==> config.mk <==
export PLATFORM = sky130hd
export DESIGN_NAME = mesh_torus_xy_route_generator
export DESIGN_NICKNAME = d
export VERILOG_FILES = /design/src/rtl/core/mtxy_pkg.sv /design/src/rtl/core/mtxy_cfg.sv /design/src/rtl/core/mtxy_ctrl.sv /design/src/rtl/core/mtxy_dpath.sv /design/src/rtl/core/mesh_torus_xy_route_generator.sv
export SDC_FILE = /design/constraint.sdc
export NUM_CORES = 1
export LEC_CHECK = 0
export BUFFER_PORTS_ARGS = -buffer_cell sky130_fd_sc_hd__buf_4
export CAP_MARGIN = 10
export CORE_ASPECT_RATIO = 0.7
export CORE_UTILIZATION = 58
export CTS_BUF_LIST = sky130_fd_sc_hd__clkbuf_16
export DETAILED_ROUTE_END_ITERATION = 6
export PLACE_DENSITY = 0.78
export SLEW_MARGIN = 10
export SYNTH_ARGS = -nofsm -noshare
export SYNTH_HDL_FRONTEND = slang
export SYNTH_SLANG_ARGS = --single-unit
==> constraint.sdc <==
create_clock -name clk -period 6.9 [get_ports clk]
set_input_delay 1.38 -clock clk [delete_from_list [all_inputs] [get_ports clk]]
set_output_delay 1.38 -clock clk [all_outputs]
set_load 0.02 [all_outputs]
==> src/rtl/core/mtxy_pkg.sv <==
package mtxy_pkg;

	localparam int MAX_SIDE   = 16;
	// 8-bit ids and at most 31 hops cover a 16 x 16 grid at most
	localparam int SIDE_LIMIT = (MAX_SIDE < 16) ? MAX_SIDE : 16;

	localparam int SIDE_W    = 5;
	localparam int ID_W      = 8;
	localparam int COORD_W   = 4;
	localparam int CFG_IDX_W = 2;

	typedef enum logic [CFG_IDX_W-1:0] {
		CFG_GRID_SIDE  = 2'd0,
		CFG_WRAPAROUND = 2'd1,
		CFG_SNAKE      = 2'd2
	} mtxy_cfg_idx_t;

	typedef struct packed {
		logic [SIDE_W-1:0] side;
		logic              wrap;
		logic              snake;
	} mtxy_cfg_t;

	typedef enum logic [2:0] {
		ST_IDLE,
		ST_CHECK,
		ST_SETUP,
		ST_DIVIDE,
		ST_PLACE,
		ST_EMIT,
		ST_ERROR
	} mtxy_state_t;

	typedef struct packed {
		logic capture;
		logic check;
		logic setup;
		logic step;
		logic place;
		logic load_hop;
		logic load_err;
	} mtxy_cmd_t;

	typedef struct packed {
		logic id_error;
		logic div_done;
		logic at_goal;
	} mtxy_sts_t;

endpackage

==> src/rtl/core/mtxy_cfg.sv <==
module mtxy_cfg (
	input  logic                             clk,
	input  logic                             arst_n,
	input  logic                             cfg_we,
	input  logic [mtxy_pkg::CFG_IDX_W-1:0]   cfg_index,
	input  logic [mtxy_pkg::SIDE_W-1:0]      cfg_data,
	output mtxy_pkg::mtxy_cfg_t              cfg
);
	import mtxy_pkg::*;

	logic [SIDE_W-1:0] side_q;
	logic              wrap_q;
	logic              snake_q;

	always_ff @(posedge clk or negedge arst_n) begin
		if (!arst_n) begin
			side_q  <= SIDE_W'(4);
			wrap_q  <= 1'b0;
			snake_q <= 1'b0;
		end else if (cfg_we) begin
			case (cfg_index)
				CFG_GRID_SIDE:  side_q  <= cfg_data;
				CFG_WRAPAROUND: wrap_q  <= cfg_data[0];
				CFG_SNAKE:      snake_q <= cfg_data[0];
				default: ;
			endcase
		end
	end

	assign cfg.side  = side_q;
	assign cfg.wrap  = wrap_q;
	assign cfg.snake = snake_q;

endmodule

==> src/rtl/core/mtxy_ctrl.sv <==
module mtxy_ctrl (
	input  logic                 clk,
	input  logic                 arst_n,
	input  logic                 in_valid,
	output logic                 in_ready,
	output logic                 out_valid,
	input  logic                 out_ready,
	input  mtxy_pkg::mtxy_sts_t  sts,
	output mtxy_pkg::mtxy_cmd_t  cmd
);
	import mtxy_pkg::*;

	mtxy_state_t state_q, state_d;
	logic        out_valid_q;
	logic        can_load;

	// output register is free, or its word leaves this cycle
	assign can_load = !out_valid_q || out_ready;

	always_comb begin
		state_d = state_q;
		case (state_q)
			ST_IDLE:   if (in_valid) state_d = ST_CHECK;
			ST_CHECK:  state_d = sts.id_error ? ST_ERROR : ST_SETUP;
			ST_SETUP:  state_d = ST_DIVIDE;
			ST_DIVIDE: if (sts.div_done) state_d = ST_PLACE;
			ST_PLACE:  state_d = ST_EMIT;
			ST_EMIT:   if (can_load && sts.at_goal) state_d = ST_IDLE;
			ST_ERROR:  if (can_load) state_d = ST_IDLE;
			default:   state_d = ST_IDLE;
		endcase
	end

	always_comb begin
		cmd      = '0;
		in_ready = 1'b0;
		case (state_q)
			ST_IDLE: begin
				in_ready    = 1'b1;
				cmd.capture = in_valid;
			end
			ST_CHECK:  cmd.check = 1'b1;
			ST_SETUP:  cmd.setup = 1'b1;
			ST_DIVIDE: cmd.step  = 1'b1;
			ST_PLACE:  cmd.place = 1'b1;
			ST_EMIT:   cmd.load_hop = can_load;
			ST_ERROR:  cmd.load_err = can_load;
			default: ;
		endcase
	end

	always_ff @(posedge clk or negedge arst_n) begin
		if (!arst_n) begin
			state_q     <= ST_IDLE;
			out_valid_q <= 1'b0;
		end else begin
			state_q <= state_d;
			if (cmd.load_hop || cmd.load_err) begin
				out_valid_q <= 1'b1;
			end else if (out_ready) begin
				out_valid_q <= 1'b0;
			end
		end
	end

	assign out_valid = out_valid_q;

	a_one_load: assert property (@(posedge clk) disable iff (!arst_n)
		$onehot0({cmd.capture, cmd.load_hop, cmd.load_err}))
		else $error("more than one load command at once");

	a_no_overwrite: assert property (@(posedge clk) disable iff (!arst_n)
		(out_valid_q && !out_ready) |-> !(cmd.load_hop || cmd.load_err))
		else $error("pending output word overwritten");

	a_last_to_idle: assert property (@(posedge clk) disable iff (!arst_n)
		(cmd.load_hop && sts.at_goal) |=> (state_q == ST_IDLE))
		else $error("route did not end after last hop");

endmodule

==> src/rtl/core/mtxy_dpath.sv <==
module mtxy_dpath (
	input  logic                          clk,
	input  mtxy_pkg::mtxy_cfg_t           cfg,
	input  logic [mtxy_pkg::ID_W-1:0]     source_node,
	input  logic [mtxy_pkg::ID_W-1:0]     target_node,
	input  mtxy_pkg::mtxy_cmd_t           cmd,
	output mtxy_pkg::mtxy_sts_t           sts,
	output logic [mtxy_pkg::ID_W-1:0]     hop_node,
	output logic                          last_hop,
	output logic                          route_error
);
	import mtxy_pkg::*;

	// how a logical id is placed on the grid
	typedef enum logic [1:0] {
		K_PLAIN,   // row-major, divide by side
		K_TOP,     // snake row 0
		K_MID,     // snake serpentine rows, divide by side-1
		K_LEFT     // snake return path up column 0
	} mtxy_kind_t;

	typedef struct packed {
		mtxy_kind_t      kind;
		logic [ID_W-1:0] rem;
	} mtxy_seed_t;

	typedef struct packed {
		logic [COORD_W-1:0] x;
		logic [COORD_W-1:0] y;
	} mtxy_xy_t;

	logic [ID_W-1:0]    src_q, dst_q;
	logic [ID_W-1:0]    inner_q;
	logic [SIDE_W-1:0]  div_q;
	mtxy_kind_t         skind_q, dkind_q;
	logic [ID_W-1:0]    srem_q, drem_q;
	logic [COORD_W-1:0] squo_q, dquo_q;
	logic [COORD_W-1:0] cursor_x_q, cursor_y_q, goal_x_q, goal_y_q;
	logic               tie_q;
	logic [ID_W-1:0]    hop_q;
	logic               last_q, err_q;

	logic [2*SIDE_W-1:0] side_sq;
	logic [2*SIDE_W-1:0] inner_full;
	logic                s_done, d_done;
	mtxy_seed_t          s_seed, d_seed;
	mtxy_xy_t            s_xy, d_xy;
	logic [COORD_W-1:0]  nx_x, nx_y;
	logic [ID_W-1:0]     hop_d;

	function automatic mtxy_seed_t seed_id(input logic [ID_W-1:0] idx,
			input mtxy_cfg_t c, input logic [ID_W-1:0] inner);
		logic [ID_W:0] lim;
		mtxy_seed_t    r;
		lim = {1'b0, inner} + (ID_W+1)'(c.side);
		if (!c.snake) begin
			r.kind = K_PLAIN;
			r.rem  = idx;
		end else if ({1'b0, idx} < (ID_W+1)'(c.side)) begin
			r.kind = K_TOP;
			r.rem  = idx;
		end else if ({1'b0, idx} < lim) begin
			r.kind = K_MID;
			r.rem  = idx - ID_W'(c.side);
		end else begin
			r.kind = K_LEFT;
			r.rem  = ID_W'({1'b0, idx} - lim);
		end
		return r;
	endfunction

	function automatic mtxy_xy_t place_id(input mtxy_kind_t kind,
			input logic [ID_W-1:0] rem, input logic [COORD_W-1:0] quo,
			input logic [SIDE_W-1:0] side);
		logic [COORD_W-1:0] row;
		mtxy_xy_t           r;
		row = quo + COORD_W'(1);
		case (kind)
			K_PLAIN: begin
				r.x = rem[COORD_W-1:0];
				r.y = quo;
			end
			K_TOP: begin
				r.x = rem[COORD_W-1:0];
				r.y = '0;
			end
			K_MID: begin
				r.y = row;
				// odd rows run right to left
				r.x = row[0] ? COORD_W'(side - SIDE_W'(1) - rem[SIDE_W-1:0])
				             : rem[COORD_W-1:0] + COORD_W'(1);
			end
			K_LEFT: begin
				r.x = '0;
				r.y = COORD_W'(side - SIDE_W'(1) - rem[SIDE_W-1:0]);
			end
			default: begin
				r.x = '0;
				r.y = '0;
			end
		endcase
		return r;
	endfunction

	// one hop along a ring or a line of n nodes
	function automatic logic [COORD_W-1:0] step_to(input logic [COORD_W-1:0] cur,
			input logic [COORD_W-1:0] tgt, input logic [SIDE_W-1:0] n,
			input logic wrap, input logic back);
		logic [SIDE_W-1:0]  diff, fwd, bwd;
		logic [COORD_W-1:0] inc, dec, r;
		diff = SIDE_W'(tgt) + n - SIDE_W'(cur);
		fwd  = (diff >= n) ? diff - n : diff;
		bwd  = n - fwd;
		inc  = ((SIDE_W'(cur) + SIDE_W'(1)) == n) ? '0 : cur + COORD_W'(1);
		dec  = (cur == '0) ? COORD_W'(n - SIDE_W'(1)) : cur - COORD_W'(1);
		if (!wrap) begin
			r = (tgt > cur) ? inc : dec;
		end else if (fwd < bwd) begin
			r = inc;
		end else if (bwd < fwd) begin
			r = dec;
		end else begin
			r = back ? dec : inc;
		end
		return r;
	endfunction

	assign side_sq    = {{SIDE_W{1'b0}}, cfg.side} * {{SIDE_W{1'b0}}, cfg.side};
	assign inner_full = {{SIDE_W{1'b0}}, cfg.side - SIDE_W'(1)}
	                  * {{SIDE_W{1'b0}}, cfg.side - SIDE_W'(1)};

	assign sts.id_error = (cfg.side == '0) || (cfg.side > SIDE_W'(SIDE_LIMIT))
		|| ((2*SIDE_W)'(src_q) >= side_sq) || ((2*SIDE_W)'(dst_q) >= side_sq)
		|| (cfg.snake && cfg.side[0]);

	assign s_seed = seed_id(src_q, cfg, inner_q);
	assign d_seed = seed_id(dst_q, cfg, inner_q);

	assign s_done = !(skind_q == K_PLAIN || skind_q == K_MID) || (srem_q < ID_W'(div_q));
	assign d_done = !(dkind_q == K_PLAIN || dkind_q == K_MID) || (drem_q < ID_W'(div_q));
	assign sts.div_done = s_done && d_done;

	assign s_xy = place_id(skind_q, srem_q, squo_q, cfg.side);
	assign d_xy = place_id(dkind_q, drem_q, dquo_q, cfg.side);

	assign sts.at_goal = (cursor_x_q == goal_x_q) && (cursor_y_q == goal_y_q);

	// X first, then Y
	always_comb begin
		nx_x = cursor_x_q;
		nx_y = cursor_y_q;
		if (cursor_x_q != goal_x_q) begin
			nx_x = step_to(cursor_x_q, goal_x_q, cfg.side, cfg.wrap, tie_q);
		end else if (cursor_y_q != goal_y_q) begin
			nx_y = step_to(cursor_y_q, goal_y_q, cfg.side, cfg.wrap, tie_q);
		end
	end

	assign hop_d = ID_W'(ID_W'(cursor_y_q) * ID_W'(cfg.side)) + ID_W'(cursor_x_q);

	always_ff @(posedge clk) begin
		if (cmd.capture) begin
			src_q <= source_node;
			dst_q <= target_node;
		end
		if (cmd.check) begin
			inner_q <= inner_full[ID_W-1:0];
		end
		if (cmd.setup) begin
			div_q   <= cfg.snake ? cfg.side - SIDE_W'(1) : cfg.side;
			skind_q <= s_seed.kind;
			srem_q  <= s_seed.rem;
			squo_q  <= '0;
			dkind_q <= d_seed.kind;
			drem_q  <= d_seed.rem;
			dquo_q  <= '0;
		end
		if (cmd.step) begin
			if (!s_done) begin
				srem_q <= srem_q - ID_W'(div_q);
				squo_q <= squo_q + COORD_W'(1);
			end
			if (!d_done) begin
				drem_q <= drem_q - ID_W'(div_q);
				dquo_q <= dquo_q + COORD_W'(1);
			end
		end
		if (cmd.place) begin
			cursor_x_q <= s_xy.x;
			cursor_y_q <= s_xy.y;
			goal_x_q   <= d_xy.x;
			goal_y_q   <= d_xy.y;
			// parity of the physical source id y*side+x
			tie_q      <= (s_xy.y[0] & cfg.side[0]) ^ s_xy.x[0];
		end
		if (cmd.load_hop) begin
			hop_q      <= hop_d;
			last_q     <= sts.at_goal;
			err_q      <= 1'b0;
			cursor_x_q <= nx_x;
			cursor_y_q <= nx_y;
		end
		if (cmd.load_err) begin
			hop_q  <= '0;
			last_q <= 1'b1;
			err_q  <= 1'b1;
		end
	end

	assign hop_node    = hop_q;
	assign last_hop    = last_q;
	assign route_error = err_q;

endmodule

==> src/rtl/core/mesh_torus_xy_route_generator.sv <==
// Sequence: an accepted request is captured, checked and set up; both ids are then divided
//   by repeated subtract-and-count (quotient 0..15: row index, or row less one on a snake
//   serpentine row), placed on the grid and emitted; an error word follows the check.
// Throughput: one hop word per cycle while out_ready holds; a route of h hops (h <= 31)
//   holds the block until its last hop, and the next request is taken the cycle after it.
// Reset: arst_n clears the controller and output valid; grid_side resets to 4, others to 0.
module mesh_torus_xy_route_generator (
	input  logic                              clk,
	input  logic                              arst_n,
	input  logic                              cfg_we,
	input  logic [mtxy_pkg::CFG_IDX_W-1:0]    cfg_index,
	input  logic [mtxy_pkg::SIDE_W-1:0]       cfg_data,
	input  logic                              in_valid,
	output logic                              in_ready,
	input  logic [mtxy_pkg::ID_W-1:0]         source_node,
	input  logic [mtxy_pkg::ID_W-1:0]         target_node,
	output logic                              out_valid,
	input  logic                              out_ready,
	output logic [mtxy_pkg::ID_W-1:0]         hop_node,
	output logic                              last_hop,
	output logic                              route_error
);
	import mtxy_pkg::*;

	mtxy_cfg_t cfg;
	mtxy_cmd_t cmd;
	mtxy_sts_t sts;

	mtxy_cfg u_cfg (
		.clk       (clk),
		.arst_n    (arst_n),
		.cfg_we    (cfg_we),
		.cfg_index (cfg_index),
		.cfg_data  (cfg_data),
		.cfg       (cfg)
	);

	mtxy_ctrl u_ctrl (
		.clk       (clk),
		.arst_n    (arst_n),
		.in_valid  (in_valid),
		.in_ready  (in_ready),
		.out_valid (out_valid),
		.out_ready (out_ready),
		.sts       (sts),
		.cmd       (cmd)
	);

	mtxy_dpath u_dpath (
		.clk         (clk),
		.cfg         (cfg),
		.source_node (source_node),
		.target_node (target_node),
		.cmd         (cmd),
		.sts         (sts),
		.hop_node    (hop_node),
		.last_hop    (last_hop),
		.route_error (route_error)
	);

endmodule
==> results.json <==
{
  "status": "completed",
  "multiInputGateArea_um2": 7350,
  "drive_gt1_share_pct": 7.86,
  "rows": 40,
  "cts_tree": "done",
  "first_pass_iters": 6,
  "cp-end-kind": "flop",
  "hold_violations": 0,
  "syn2layout_area_growth_pct": 8.28,
  "nFillCells": 1426,
  "grt_pass1_vias": 8532,
  "clkLatencyLatePin_ns": 0.36,
  "grt_max_degree": 32,
  "yosysWarnings": 0,
  "final_common_cell": "ha_1",
  "rsz0062_at_grt": "false",
  "drt_iter0_drc": 894,
  "antenna_found_initial": 0,
  "port-buffer-count": 39,
  "wl_met1_um": 13000,
  "dpl.hpwl_um": 22200,
  "yosysUniqueCellTypes": 74,
  "hold_path_class": "reg -> reg",
  "synthesis.instances": 1215,
  "hold_buffers": 0,
  "seqCellArea_um2": 2430,
  "vias": 9176,
  "vias_per_cell": 6.21,
  "synth_area_per_cell_um2": 8.57,
  "async_flop_share_pct": 11.7,
  "wl_per_cell_um": 19.3,
  "critical_path.max_fanout": 7,
  "diodes": 0,
  "hold_depth": 2,
  "max_slew_margin_pct": 30.7,
  "ant_nets": 0,
  "clkTransAtPathRegs_ns": 0.07,
  "reg2reg_from": "u_dpath.cursor_y_q[1]$_DFFE_PP_",
  "r2r_setup_slack_ns": 0.35,
  "slew_violations": 0,
  "post-route-min-period_ns": 6.55,
  "route.detailed.drc": 0,
  "min_to": "u_dpath.hop_node[0]$_SDFFE_PP0P_",
  "grt_pass1_wl_um": 45000,
  "startpoint_type": "flop",
  "finalSetupViolations": 0,
  "setup_tns_ns": 0,
  "worstHoldStart": "u_dpath.hop_node[0]$_SDFFE_PP0P_",
  "crit_chain": "fa_1 -> inv_1 -> fa_1 -> a21o_1 -> a21oi_1 -> xnor2_1 -> ha_1 -> and2_1 -> a221o_1 -> nor2_1 -> mux2i_1 -> fa_1 -> inv_1 -> maj3_1 -> a21oi_1 -> xnor3_1 -> ha_1 -> o311ai_0 -> a31o_2 -> a21oi_2 -> a21oi_1 -> a221o_1",
  "cts_max_path_buffers": 2,
  "grtUsageTotal_pct": 31.8,
  "met2_length_um": 11500,
  "critPathKind": "reg -> reg",
  "r2r_cells": 22,
  "timing.rr.end": "u_dpath.cursor_y_q[1]$_DFFE_PP_",
  "finalWirelength_um": 28500,
  "nNetsFinal": 1454,
  "die_w_um": 162,
  "io_pins": 40,
  "coreArea_um2": 17400,
  "cts_root_buf": "clkbuf_16",
  "worst_path_max_delay_cell": "edfxtp_1",
  "final_cell_mix": "ha_1, inv_1, nand2_1, nor2_1, o21ai_0",
  "die_y_um": 114,
  "cp.required_ns": 7.02,
  "die_area_um2": 18500,
  "synth-edff-count": 49,
  "clock_skew_ns": 0.0103,
  "grt-ovfl-total": 0,
  "post_cts_resized": 0,
  "synth_nets": 1427,
  "routed.top_layer": "met4",
  "start_util_pct": 59.9,
  "ys_ff_latch": 94,
  "crit_arrival_ns": 6.66,
  "maxCapViolations": 0,
  "gp_congestion": 1.01,
  "yosysSeqAreaShare_pct": 23.3,
  "numCtsBuffers": 9,
  "cts_setup_buffers": 0,
  "cts_sinks": 94,
  "fmax_mhz": 153,
  "slowest_delay_ns": 0.53,
  "cts_htree_levels": 3,
  "synth_top_flop_cell": "edfxtp_1",
  "fin_crit_sh_pct": 94.9,
  "wl_met3_um": 3570,
  "worstMarginPinSlew_ns": 1.03,
  "netlist_area_um2": 10400
}
## layout make-up
type | count | share of cell area [%]
Clock buffer | 9 | 2.00
Clock inverter | 7 | 0.766
Inverter | 127 | 4.23
Multi-Input combinational cell | 954 | 65.2
Sequential cell | 94 | 21.5
Tap cell | 231 | 2.56
Timing Repair Buffer | 56 | 3.73
## synth_stat cells, types with 6 or more instances
cell       count  share of area, %
a21boi_0       7              0.50
nor2b_1       18               1.1
o2111ai_1      6              0.50
nor3_1        26               1.2
nand3b_1       8              0.58
dfxtp_1       34               6.5
xor2_1        28               2.4
inv_1        126               4.5
nor2_1        94               3.4
o21a_1        13              0.94
fa_1          33               6.3
ha_1         151                18
o21ai_0       73               3.5
mux2i_1        9              0.87
nand2b_1      14              0.84
o22ai_1       10              0.60
mux2_2         8              0.87
nand3_1       23               1.1
dfrtp_1       10               2.4
a21o_1        22               1.6
a211oi_1      26               1.9
or3_1          6              0.36
a21oi_1       68               3.3
and3_1         9              0.54
nand2_1       95               3.4
edfxtp_1      49                14
clkbuf_1      33               1.2
o31ai_1        7              0.50
and2_1        12              0.72
nand4_1        6              0.36
a31oi_1       27               1.6
xnor2_1       59               5.0
o21bai_1      10              0.72
## worst max-delay path, delay by kind of cell (launching register included)
kind	cells	cell delay, ns
AND/OR/NAND/NOR	2	0.45
flip-flops	1	0.53
buffers and inverters	2	0.13
multiplexers	1	0.38
AO/OA/AOI/OAI	9	2.02
XOR/XNOR	2	0.54
adder cells (fa/ha/maj)	6	2.24
## per-layer routing
layer	vias to the layer above	global-route usage (%)
li1	4394	-
met1	4316	45.6
met2	427	46.9
met3	39	9.85
met4	0	6.35
met5	-	0
## metrics by stage
| step | hold slack, ns | utilization, % | setup slack [ns] | instance area [um^2] | std cells |
|---|---|---|---|---|---|
| 5_1_grt | 0.483 | 64.9 | 0.0490 | 11300 | 1478 |
| 3_3_place_gp | 0.438 | 63.1 | 0.484 | 11000 | 1462 |
| 3_5_place_dp | 0.447 | 63.1 | 0.280 | 11000 | 1462 |
| 6_report | 0.462 | 64.9 | 0.354 | 11300 | 1478 |
| 2_1_floorplan | 0.460 | - | 0.140 | 10400 | 1215 |
| 4_1_cts | 0.463 | 64.9 | 0.267 | 11300 | 1478 |
## kinds of logic (layout without fill, tap and decap cells)
kind of cell    count (synthesis)  after routing  share of synthesized area, %
simple gates                  332            332                          15.2
compound gates                328            328                          20.8
fa+ha+maj                     186            186                          24.7
buf+inv                       167            199                          6.14
flops                          94             94                          23.3
xor+xnor                       91             91                          8.12
mux                            17             17                          1.73
## sequential cells by signal, indices dropped and copies added (netlist names)
signal               cells
u_dpath.src_q            8
u_dpath.cursor_y_q       4
u_dpath.dkind_q          2
u_dpath.route_error      1
u_dpath.skind_q          2
u_ctrl.state_q           3
u_dpath.dst_q            8
u_cfg.side_q             5
u_dpath.goal_x_q         4
u_dpath.div_q            5
u_dpath.dquo_q           4
u_dpath.hop_node         8
u_cfg.snake_q            1
u_dpath.drem_q           8
u_dpath.inner_q          7
u_dpath.goal_y_q         4
u_dpath.last_hop         1
u_dpath.srem_q           8
u_dpath.squo_q           4
u_ctrl.out_valid         1
u_cfg.wrap_q             1
u_dpath.tie_q            1
u_dpath.cursor_x_q       4
## worst max-delay path by stage
stage | depth (start not counted) | startpoint | end | slack [ns]
after floorplan | 24 | u_cfg.side_q[1]$_DFFE_PN0P_ | u_dpath.cursor_y_q[1]$_DFFE_PP_ | 0.14
after global placement | 23 | u_cfg.side_q[2]$_DFFE_PN1P_ | u_dpath.cursor_y_q[1]$_DFFE_PP_ | 0.48
after detailed placement | 22 | u_dpath.cursor_y_q[1]$_DFFE_PP_ | u_dpath.cursor_y_q[1]$_DFFE_PP_ | 0.28
after CTS | 22 | u_dpath.cursor_y_q[1]$_DFFE_PP_ | u_dpath.cursor_y_q[1]$_DFFE_PP_ | 0.27
after global routing | 23 | u_cfg.side_q[2]$_DFFE_PN1P_ | u_dpath.cursor_y_q[1]$_DFFE_PP_ | 0.05
final | 22 | u_dpath.cursor_y_q[1]$_DFFE_PP_ | u_dpath.cursor_y_q[1]$_DFFE_PP_ | 0.35
Power is not shown: default switching activity piles up to over one toggle a cycle in this logic, so the estimate is an artifact.
